<file path="config.mk">
export PLATFORM = sky130hd
export DESIGN_NAME = fenced_ring_buffer_allocator
export DESIGN_NICKNAME = d
export VERILOG_FILES = /design/src/sv/frba_pkg.sv /design/src/sv/frba_datapath.sv /design/src/sv/frba_controller.sv /design/src/sv/fenced_ring_buffer_allocator.sv
export SDC_FILE = /design/constraint.sdc
export NUM_CORES = 2
export LEC_CHECK = 0
export BUFFER_PORTS_ARGS = -buffer_cell sky130_fd_sc_hd__buf_2
export CAP_MARGIN = 25
export CORE_MARGIN = 8
export CORE_UTILIZATION = 57
export DETAILED_ROUTE_END_ITERATION = 12
export PLACE_DENSITY_LB_ADDON = 0.12
export SYNTH_ARGS = -nofsm -noshare
export SYNTH_HDL_FRONTEND = slang
export SYNTH_SLANG_ARGS = --single-unit
</file>
<file path="constraint.sdc">
create_clock -name clock -period 7.3 [get_ports clock]
set_clock_uncertainty 0.1 [all_clocks]
set_input_delay 1.46 -clock clock [delete_from_list [all_inputs] [get_ports clock]]
set_output_delay 1.46 -clock clock [all_outputs]
set_load 0.05 [all_outputs]
</file>
<file path="src/sv/frba_pkg.sv">
// Shared types and constants for the fenced ring buffer allocator.
`default_nettype none

package frba_pkg;

   // Field widths fixed by the beat formats.
   localparam int OFFSET_BITS    = 24;
   localparam int SIZE_BITS      = OFFSET_BITS + 1;
   localparam int ALIGN_BITS     = 17;
   localparam int FENCE_BITS     = 64;
   localparam int CSR_INDEX_BITS = 2;

   localparam logic [SIZE_BITS-1:0] RING_MAX = SIZE_BITS'(1) << OFFSET_BITS;

   // Configuration register indexes.
   localparam logic [CSR_INDEX_BITS-1:0] CSR_RING_SIZE       = CSR_INDEX_BITS'(0);
   localparam logic [CSR_INDEX_BITS-1:0] CSR_FLUSH_THRESHOLD = CSR_INDEX_BITS'(1);

   typedef enum logic [1:0] {
      OP_RESERVE = 2'd0,
      OP_QUEUE   = 2'd1,
      OP_FENCE   = 2'd2,
      OP_NOP     = 2'd3
   } frba_op_type;

   typedef enum logic [2:0] {
      ST_OK          = 3'd0,
      ST_BAD_ALIGN   = 3'd1,
      ST_ZERO_SIZE   = 3'd2,
      ST_TOO_BIG     = 3'd3,
      ST_FULL        = 3'd4,
      ST_HEAD_OVERRUN = 3'd5,
      ST_STORE_FULL  = 3'd6
   } frba_status_type;

   typedef struct packed {
      frba_op_type           op;
      logic [SIZE_BITS-1:0]  request_size;
      logic [ALIGN_BITS-1:0] alignment;
      logic [FENCE_BITS-1:0] fence_value;
   } frba_req_type;

   typedef struct packed {
      frba_status_type        status;
      logic [OFFSET_BITS-1:0] region_offset;
      logic [SIZE_BITS-1:0]   region_size;
      logic                   flush_needed;
      logic [SIZE_BITS-1:0]   used_bytes;
   } frba_rsp_type;

   // Commands from the controller to the datapath.
   typedef struct packed {
      logic load;
      logic res_align;
      logic res_cost;
      logic res_commit;
      logic res_reply;
      logic queue_reply;
      logic fence_eval;
      logic fence_apply;
      logic plain_reply;
   } frba_cmd_type;

   // Status from the datapath to the controller.
   typedef struct packed {
      logic fence_hit;
   } frba_stat_type;

endpackage

`default_nettype wire

</file>
<file path="src/sv/frba_datapath.sv">
// Datapath of the fenced ring buffer allocator: ring state, checkpoint memory, arithmetic.
`default_nettype none

module frba_datapath #(
   parameter int CHECKPOINT_DEPTH = 16
) (
   input  logic                                   clock,
   input  logic                                   reset,
   input  frba_pkg::frba_req_type                 req_data,
   input  logic                                   csr_we,
   input  logic [frba_pkg::CSR_INDEX_BITS-1:0]    csr_index,
   input  logic [frba_pkg::SIZE_BITS-1:0]         csr_data,
   input  frba_pkg::frba_cmd_type                 cmd,
   output frba_pkg::frba_stat_type                stat,
   output frba_pkg::frba_rsp_type                 rsp_data
);

   import frba_pkg::*;

   localparam int CALC_BITS = SIZE_BITS + 1;
   localparam int SUM_BITS  = SIZE_BITS + 2;
   localparam int PTR_BITS  = $clog2(CHECKPOINT_DEPTH);
   localparam int CNT_BITS  = $clog2(CHECKPOINT_DEPTH + 1);
   localparam logic [CNT_BITS-1:0]   CNT_FULL   = CNT_BITS'(CHECKPOINT_DEPTH);
   localparam logic [PTR_BITS-1:0]   PTR_LAST   = PTR_BITS'(CHECKPOINT_DEPTH - 1);
   localparam logic [PTR_BITS:0]     DEPTH_WIDE = (PTR_BITS + 1)'(CHECKPOINT_DEPTH);
   localparam logic [SIZE_BITS-1:0]  SIZE_ALL   = '1;

   typedef struct packed {
      logic [SIZE_BITS-1:0]  tail;
      logic [FENCE_BITS-1:0] fence;
   } ckpt_type;

   // Ring state and configuration.
   logic [SIZE_BITS-1:0]  ring_ff, flush_ff, head_ff, tail_ff, used_ff, unc_ff;
   logic [PTR_BITS-1:0]   first_ff;
   logic [CNT_BITS-1:0]   count_ff;

   // Latched request.
   logic [SIZE_BITS-1:0]  size_ff;
   logic [ALIGN_BITS-1:0] align_ff;
   logic [FENCE_BITS-1:0] fence_ff;

   // Reserve intermediates.
   logic [CALC_BITS-1:0]  atail_ff, sz_ff, cost_ff;
   logic [SUM_BITS-1:0]   end_ff;
   logic                  wrap_ff;
   logic [SIZE_BITS-1:0]  off_ff;
   frba_status_type       code_ff;

   // Fence intermediates.
   logic [CALC_BITS-1:0]  delta_ff;
   logic                  same_ff;

   ckpt_type              ckpt_mem [CHECKPOINT_DEPTH];
   ckpt_type              rd_ff;
   frba_rsp_type          rsp_ff;

   logic [CALC_BITS-1:0]  align_m1, atail_calc, sz_calc, cost_calc;
   logic                  align_bad;
   logic [SUM_BITS-1:0]   end_calc, used_sum, unc_sum;
   logic                  wrap_calc, full_calc, overrun_calc, commit;
   logic [SIZE_BITS-1:0]  room, unc_next, thr, ring_clamp, head_room;
   logic [PTR_BITS:0]     slot_sum;
   logic [PTR_BITS-1:0]   wslot;
   logic                  queue_pending, queue_do;
   logic [CALC_BITS-1:0]  delta_calc;

   always_comb begin
      align_m1   = CALC_BITS'(align_ff) - CALC_BITS'(1);
      align_bad  = (align_ff == '0) || ((align_ff & (align_ff - ALIGN_BITS'(1))) != '0);
      atail_calc = (CALC_BITS'(tail_ff) + align_m1) & ~align_m1;
      sz_calc    = (CALC_BITS'(size_ff) + align_m1) & ~align_m1;

      end_calc  = SUM_BITS'(atail_ff) + SUM_BITS'(sz_ff);
      wrap_calc = end_calc > SUM_BITS'(ring_ff);
      room      = (ring_ff > tail_ff) ? (ring_ff - tail_ff) : '0;
      cost_calc = wrap_calc ? (CALC_BITS'(room) + sz_ff)
                            : (atail_ff - CALC_BITS'(tail_ff) + sz_ff);

      used_sum     = SUM_BITS'(used_ff) + SUM_BITS'(cost_ff);
      full_calc    = used_sum > SUM_BITS'(ring_ff);
      overrun_calc = (atail_ff < CALC_BITS'(head_ff)) &&
                     (wrap_ff || (end_ff > SUM_BITS'(head_ff)));
      commit       = (code_ff == ST_OK) && !full_calc && !overrun_calc;
      unc_sum      = SUM_BITS'(unc_ff) + SUM_BITS'(cost_ff);
      unc_next     = (unc_sum > SUM_BITS'(SIZE_ALL)) ? SIZE_ALL : unc_sum[SIZE_BITS-1:0];

      thr = (flush_ff > ring_ff) ? ring_ff : flush_ff;

      ring_clamp = (csr_data == '0)     ? SIZE_BITS'(1) :
                   (csr_data > RING_MAX) ? RING_MAX      : csr_data;

      // Next free slot wraps at the depth, which need not be a power of two.
      slot_sum      = (PTR_BITS + 1)'(first_ff) + (PTR_BITS + 1)'(count_ff);
      wslot         = (slot_sum >= DEPTH_WIDE) ? PTR_BITS'(slot_sum - DEPTH_WIDE)
                                               : PTR_BITS'(slot_sum);
      queue_pending = cmd.queue_reply && (unc_ff != '0);
      queue_do      = queue_pending && (count_ff != CNT_FULL);

      // Bytes freed when the head moves to the checkpoint's tail.
      head_room  = (ring_ff > head_ff) ? (ring_ff - head_ff) : '0;
      delta_calc = (rd_ff.tail > head_ff) ? CALC_BITS'(rd_ff.tail - head_ff)
                                          : CALC_BITS'(head_room) + CALC_BITS'(rd_ff.tail);

      stat.fence_hit = (count_ff != '0) && (fence_ff >= rd_ff.fence);
   end

   // Control state of the ring.
   always_ff @(posedge clock) begin
      if (reset) begin
         ring_ff  <= RING_MAX;
         flush_ff <= '0;
         head_ff  <= '0;
         tail_ff  <= '0;
         used_ff  <= '0;
         unc_ff   <= '0;
         first_ff <= '0;
         count_ff <= '0;
      end else begin
         if (csr_we && (csr_index == CSR_RING_SIZE)) begin
            ring_ff <= ring_clamp;
            head_ff <= '0;
            tail_ff <= '0;
            used_ff <= '0;
            unc_ff  <= '0;
         end else if (csr_we && (csr_index == CSR_FLUSH_THRESHOLD)) begin
            flush_ff <= csr_data;
         end else if (cmd.res_commit && commit) begin
            used_ff <= used_sum[SIZE_BITS-1:0];
            unc_ff  <= unc_next;
            tail_ff <= wrap_ff ? sz_ff[SIZE_BITS-1:0] : end_ff[SIZE_BITS-1:0];
         end else if (queue_do) begin
            count_ff <= count_ff + CNT_BITS'(1);
            unc_ff   <= '0;
         end else if (cmd.fence_apply) begin
            if (same_ff) begin
               used_ff <= '0;
            end else begin
               used_ff <= (CALC_BITS'(used_ff) > delta_ff)
                          ? (used_ff - delta_ff[SIZE_BITS-1:0]) : '0;
            end
            head_ff  <= rd_ff.tail;
            first_ff <= (first_ff == PTR_LAST) ? '0 : (first_ff + PTR_BITS'(1));
            count_ff <= count_ff - CNT_BITS'(1);
         end
      end
   end

   // Request latch and reserve pipeline registers.
   always_ff @(posedge clock) begin
      if (cmd.load) begin
         size_ff  <= req_data.request_size;
         align_ff <= req_data.alignment;
         fence_ff <= req_data.fence_value;
      end
      if (cmd.res_align) begin
         atail_ff <= atail_calc;
         sz_ff    <= sz_calc;
         if (align_bad) begin
            code_ff <= ST_BAD_ALIGN;
         end else if (size_ff == '0) begin
            code_ff <= ST_ZERO_SIZE;
         end else begin
            code_ff <= ST_OK;
         end
      end
      if (cmd.res_cost) begin
         end_ff  <= end_calc;
         wrap_ff <= wrap_calc;
         cost_ff <= cost_calc;
         if ((code_ff == ST_OK) && (sz_ff > CALC_BITS'(ring_ff))) begin
            code_ff <= ST_TOO_BIG;
         end
      end
      if (cmd.res_commit) begin
         off_ff <= wrap_ff ? '0 : atail_ff[SIZE_BITS-1:0];
         if (code_ff == ST_OK) begin
            if (full_calc) begin
               code_ff <= ST_FULL;
            end else if (overrun_calc) begin
               code_ff <= ST_HEAD_OVERRUN;
            end
         end
      end
      if (cmd.fence_eval) begin
         same_ff  <= rd_ff.tail == head_ff;
         delta_ff <= delta_calc;
      end
   end

   // Checkpoint memory: one write port, one registered read at the oldest entry.
   always_ff @(posedge clock) begin
      if (queue_do) begin
         ckpt_mem[wslot] <= '{tail: tail_ff, fence: fence_ff};
      end
      rd_ff <= ckpt_mem[first_ff];
   end

   // Result register.
   always_ff @(posedge clock) begin
      if (cmd.res_reply) begin
         rsp_ff.status        <= code_ff;
         rsp_ff.region_offset <= (code_ff == ST_OK) ? off_ff[OFFSET_BITS-1:0] : '0;
         rsp_ff.region_size   <= (code_ff == ST_OK) ? sz_ff[SIZE_BITS-1:0] : '0;
         rsp_ff.flush_needed  <= (code_ff == ST_OK) && (unc_ff > thr);
         rsp_ff.used_bytes    <= used_ff;
      end else if (cmd.queue_reply || cmd.plain_reply) begin
         rsp_ff.status        <= (queue_pending && !queue_do) ? ST_STORE_FULL : ST_OK;
         rsp_ff.region_offset <= '0;
         rsp_ff.region_size   <= '0;
         rsp_ff.flush_needed  <= 1'b0;
         rsp_ff.used_bytes    <= used_ff;
      end
   end

   assign rsp_data = rsp_ff;

endmodule

`default_nettype wire

</file>
<file path="src/sv/frba_controller.sv">
// Controller state machine of the fenced ring buffer allocator.
`default_nettype none

module frba_controller (
   input  logic                    clock,
   input  logic                    reset,
   input  logic                    start,
   input  frba_pkg::frba_op_type   req_op,
   input  frba_pkg::frba_stat_type stat,
   output frba_pkg::frba_cmd_type  cmd,
   output logic                    busy,
   output logic                    rsp_valid
);

   import frba_pkg::*;

   typedef enum logic [3:0] {
      S_IDLE,
      S_RES_ALIGN,
      S_RES_COST,
      S_RES_COMMIT,
      S_RES_REPLY,
      S_QUEUE,
      S_NOP,
      S_FENCE_READ,
      S_FENCE_EVAL,
      S_FENCE_APPLY
   } state_type;

   state_type state_ff, state_in;
   logic      rsp_valid_ff, rsp_valid_in;

   always_comb begin
      cmd      = '0;
      state_in = state_ff;
      unique case (state_ff)
         S_IDLE: begin
            if (start) begin
               cmd.load = 1'b1;
               unique case (req_op)
                  OP_RESERVE: state_in = S_RES_ALIGN;
                  OP_QUEUE:   state_in = S_QUEUE;
                  OP_FENCE:   state_in = S_FENCE_READ;
                  OP_NOP:     state_in = S_NOP;
                  default:    state_in = S_NOP;
               endcase
            end
         end
         S_RES_ALIGN: begin
            cmd.res_align = 1'b1;
            state_in      = S_RES_COST;
         end
         S_RES_COST: begin
            cmd.res_cost = 1'b1;
            state_in     = S_RES_COMMIT;
         end
         S_RES_COMMIT: begin
            cmd.res_commit = 1'b1;
            state_in       = S_RES_REPLY;
         end
         S_RES_REPLY: begin
            cmd.res_reply = 1'b1;
            state_in      = S_IDLE;
         end
         S_QUEUE: begin
            cmd.queue_reply = 1'b1;
            state_in        = S_IDLE;
         end
         S_NOP: begin
            cmd.plain_reply = 1'b1;
            state_in        = S_IDLE;
         end
         S_FENCE_READ: begin
            state_in = S_FENCE_EVAL;
         end
         S_FENCE_EVAL: begin
            if (stat.fence_hit) begin
               cmd.fence_eval = 1'b1;
               state_in       = S_FENCE_APPLY;
            end else begin
               cmd.plain_reply = 1'b1;
               state_in        = S_IDLE;
            end
         end
         S_FENCE_APPLY: begin
            cmd.fence_apply = 1'b1;
            state_in        = S_FENCE_READ;
         end
         default: begin
            state_in = S_IDLE;
         end
      endcase
      rsp_valid_in = cmd.res_reply || cmd.queue_reply || cmd.plain_reply;
   end

   always_ff @(posedge clock) begin
      if (reset) begin
         state_ff     <= S_IDLE;
         rsp_valid_ff <= 1'b0;
      end else begin
         state_ff     <= state_in;
         rsp_valid_ff <= rsp_valid_in;
      end
   end

   assign busy      = state_ff != S_IDLE;
   assign rsp_valid = rsp_valid_ff;

endmodule

`default_nettype wire

</file>
<file path="src/sv/fenced_ring_buffer_allocator.sv">
// Top level of the fenced ring buffer allocator: controller plus datapath.
// A reserve beat steps through alignment, cost, commit and reply states; a queue or no-op
// beat replies directly, and a fence beat reads, checks and applies each checkpoint retired.
// Throughput: one beat at a time; the next beat may be accepted in the cycle its result
// shows. Fence cost is set by the single registered read port of the checkpoint memory.
// Reset clears ring state and the checkpoint queue at once; the result strobe cannot be
// stalled by the receiver, so no result is ever held.
`default_nettype none

module fenced_ring_buffer_allocator #(
   parameter int CHECKPOINT_DEPTH = 16
) (
   input  logic                                clock,
   input  logic                                reset,
   // Request channel.
   input  logic                                start,
   output logic                                busy,
   input  frba_pkg::frba_req_type              req_data,
   // Result channel.
   output logic                                rsp_valid,
   output frba_pkg::frba_rsp_type              rsp_data,
   // Configuration write channel.
   input  logic                                csr_valid,
   output logic                                csr_ready,
   input  logic [frba_pkg::CSR_INDEX_BITS-1:0] csr_index,
   input  logic [frba_pkg::SIZE_BITS-1:0]      csr_data
);

   import frba_pkg::*;

   frba_cmd_type  cmd;
   frba_stat_type stat;
   logic          csr_we;

   // Configuration writes are registered directly, so the channel is always ready.
   // The user's writes must arrive only while the block is idle, which keeps them clear
   // of the datapath's own ring state updates; the block itself does not enforce this.
   assign csr_ready = 1'b1;
   assign csr_we    = csr_valid && csr_ready;

   // The controller sequences each beat: a reserve walks alignment, cost, commit and
   // reply stages; a fence loops over the oldest checkpoint until one is newer than
   // the completed fence or the queue runs empty.
   frba_controller u_ctrl (
      .clock     (clock),
      .reset     (reset),
      .start     (start),
      .req_op    (req_data.op),
      .stat      (stat),
      .cmd       (cmd),
      .busy      (busy),
      .rsp_valid (rsp_valid)
   );

   // The datapath holds head, tail, the byte counts, the configuration registers and
   // the checkpoint memory, and builds each result beat.
   frba_datapath #(
      .CHECKPOINT_DEPTH (CHECKPOINT_DEPTH)
   ) u_dp (
      .clock     (clock),
      .reset     (reset),
      .req_data  (req_data),
      .csr_we    (csr_we),
      .csr_index (csr_index),
      .csr_data  (csr_data),
      .cmd       (cmd),
      .stat      (stat),
      .rsp_data  (rsp_data)
   );

endmodule

`default_nettype wire

</file>
==> impl_results.md <==
* Maximum vdd drop at roughly 0.31 mV
* Worst Setup End Kind: flop
* WL/cell at ~28 µm
* FILL cells at 11900
* Commonest cells in the netlist: edfxtp_1 (1765), ha_1 (562), mux4_2 (445)
* Iteration-0 DRC Markers at about 5800
* Chip height at 423 µm
* GR Util met3 at 5.00%
* Post-DP HPWL at 168 mm
* Clock buffer depth at 3
* Post-synthesis instance area at about 95000 µm²
* Final worst-path cycle share at around 90%
* Worst-path maximum fanout at 25
* Post-CTS resize count at 0
* Tightest Hold Check Type: reg -> reg
* Clk sink count at 2021
* Post-place instance area at roughly 99000 µm²
* Core area at between 150000 and 200000 µm²
* Drt first pass iters at 5
* Peak Freq at between 150 and 200 MHz
* Finish-stage setup viols at 0
* Post-synth ARST share at 0%
* Number of synthesized register bits at slightly above 2000
* Global route hottest layer: met2
* Pins Over Slew Limit at 0
* Critical path class: reg -> reg
* Initial antenna violation count at 4
* DRC at 0
* GRT overflow at 0
* Port Buf Inserts at 218
* Post-synth cell types at 99
* Layout Cell Area excl Fill at 105000 µm²
* Synthesized Nets at 7081
* Period minus WS final at 6.58 ns
* Drt total wl at 258 mm
* Final hold vios at 0
* RSZ-0062 raised after global routing: false
* CTS buffer count at ~200
* Worst Path Required at 7.76 ns
* Antenna Violating Nets Remaining at 0
* Top cell type's share of synthesized area at a little under three fifths
* Vias in the first global route at 57400
* Area leader, netlist: edfxtp_1
* Startpoint Class: flop
* Fin util at between 60% and 70%
* TNS Setup at 0 ns
* Status: completed
* Top-count cell post-synth: edfxtp_1
* Sequential-to-total area share from yosys stat at 61.5%
* CTS tree: done
* Pin count of the biggest net entering global routing at 149
* Hold buffer count at CTS at 0
* H-tree depth at 4
* Post-synth EDFFs at 1765
* Number of max-cap violations at 0
* Post-Syn Instances at approximately 6300
* First-pass GRT wire length at 377 mm
* CTS root buffer: clkbuf_16
* Overall routing resource usage at between 20 and 30%
* Layout overhead on the synthesized area at 11.6%
* Vias at 57500
* P per Cell Area at 254 nW/µm²
* P_leak at about 38 nW
* Total setup buffers inserted after CTS at 0
* Least-Margin Pin Slew at 1.08 ns
* Slew HR at between 20% and 30%
* CP arrival at approximately 7.1 ns
* Die ar. at 179000 µm²
* Worst reg-to-reg setup slack at 0.72 ns
* Post-layout nets at 7429
* Clk slew on worst S/H paths at around 0.060 ns
* Worst skew pair latency at roughly 0.87 ns
* Row cnt at approximately 150
* Met1 GRT Util at 38.9%
* Grt met2 use at 44.4%
* Die W at between 400 and 500 µm
* RePlAce Congestion at 1.01
* Post-synth top flop: edfxtp_1
* Layout cells sized above 1 at between 15 and 20%
* Top post-synthesis cells by area: edfxtp_1 (56%), mux4_2 (11%), ha_1 (7.4%)
* Synth warn at 0
* Avg Inst Size Synth at around 15 µm²
* Vias per cell at 6.35
* Initial Utilization at 57.3%
* Num ports at 220
final cells by class:
class	instances	area, µm²	share of cell area (%)
Timing Repair Buffer	337	2200	2.08
Clock inverter	102	1020	0.966
Multi-Input combinational cell	3775	34500	32.7
Tap cell	2189	2740	2.60
Sequential cell	2021	58100	55.1
Inverter	354	1330	1.26
Clock buffer	278	5570	5.28
Antenna cell	3	7.51	0.00712
worst max-delay path, cell delays in order, from the launching register on:
cell	delay, ns
dfxtp_1	0.31
inv_1	0.26
ha_1	0.32
nor2b_1	0.14
o21a_1	0.17
o21ai_0	0.42
a211oi_1	0.21
o31ai_1	0.44
a21oi_1	0.21
nand4_1	0.14
nand3_1	0.11
o31ai_2	0.19
buf_4	0.30
nor2_1	0.07
ha_1	0.23
fa_1	0.43
a21oi_1	0.27
nor3_1	0.13
nor3_1	0.35
a311o_1	0.23
nand3_1	0.12
o221a_2	0.29
o41ai_1	0.53
o311a_1	0.25
mux2i_1	0.06
logic make-up after synthesis:
group | count (synthesis) | synth area share (%)
AND/OR/NAND/NOR | 1254 | 6.36
adder cells (fa/ha/maj) | 600 | 8.25
XOR/XNOR | 242 | 2.24
flip-flops | 2021 | 61.5
multiplexers | 529 | 11.5
AO/OA/AOI/OAI | 1149 | 7.89
buffers and inverters | 546 | 2.24
other | 1 | 0.00397
sequential cells by signal (all words and copies together), names as in the netlist, 26 cells and up:
name	flops
u_dp.atail_ff	26
u_dp.ckpt_mem	1424
u_dp.cost_ff	26
u_dp.delta_ff	26
u_dp.end_ff	27
u_dp.fence_ff	64
u_dp.rd_ff	89
u_dp.rsp_data	78
u_dp.sz_ff	26
worst paths after layout:
path              startpoint               end  cells past startpoint
max          u_dp.tail_ff[1]  u_dp.cost_ff[24]                     24
max reg2reg  u_dp.tail_ff[1]  u_dp.cost_ff[24]                     24
min          u_dp.head_ff[2]   u_dp.head_ff[2]                      2
min reg2reg  u_dp.head_ff[2]   u_dp.head_ff[2]                      2
report_power, final:
| part | switching [mW] | internal [mW] | leakage (nW) |
|---|---|---|---|
| registers | 0.390 | 12.9 | 18.1 |
| logic | 1.98 | 1.22 | 16.4 |
| clock network | 4.48 | 5.74 | 3.22 |
| total | 6.85 | 19.9 | 37.7 |
per-layer routing:
metal / wire length, µm / vias to the layer above
li1: - / 25500
met1: 106000 / 29100
met2: 119000 / 2396
met3: 19800 / 540
met4: 13000 / 0
met5: 0 / -
through the flow:
step	hold WS [ns]	total power [mW]	setup slack (ns)	cells
finish	0.354	26.8	0.717	9059
global placement	0.342	16.7	0.999	8669
global route	0.374	27.6	0.263	9056
detailed placement	0.348	16.7	0.922	8672
floorplan	0.334	15.7	0.353	6342
CTS	0.356	26.8	0.828	9052
cells in the final DEF (no fill, tap or decap), drive strengths merged, types with 79 or more instances in the layout:
master  instances
nor2          392
inv           361
clkbuf        278
buf           337
o21ai         231
dfxtp         256
a21o          163
mux4          445
a211oi         93
edfxtp       1765
nand4          79
nor3          105
ha            562
xnor2         140
a21oi         331
xor2          102
nand2         302
Note: power is estimated with default switching activity, not from simulation.
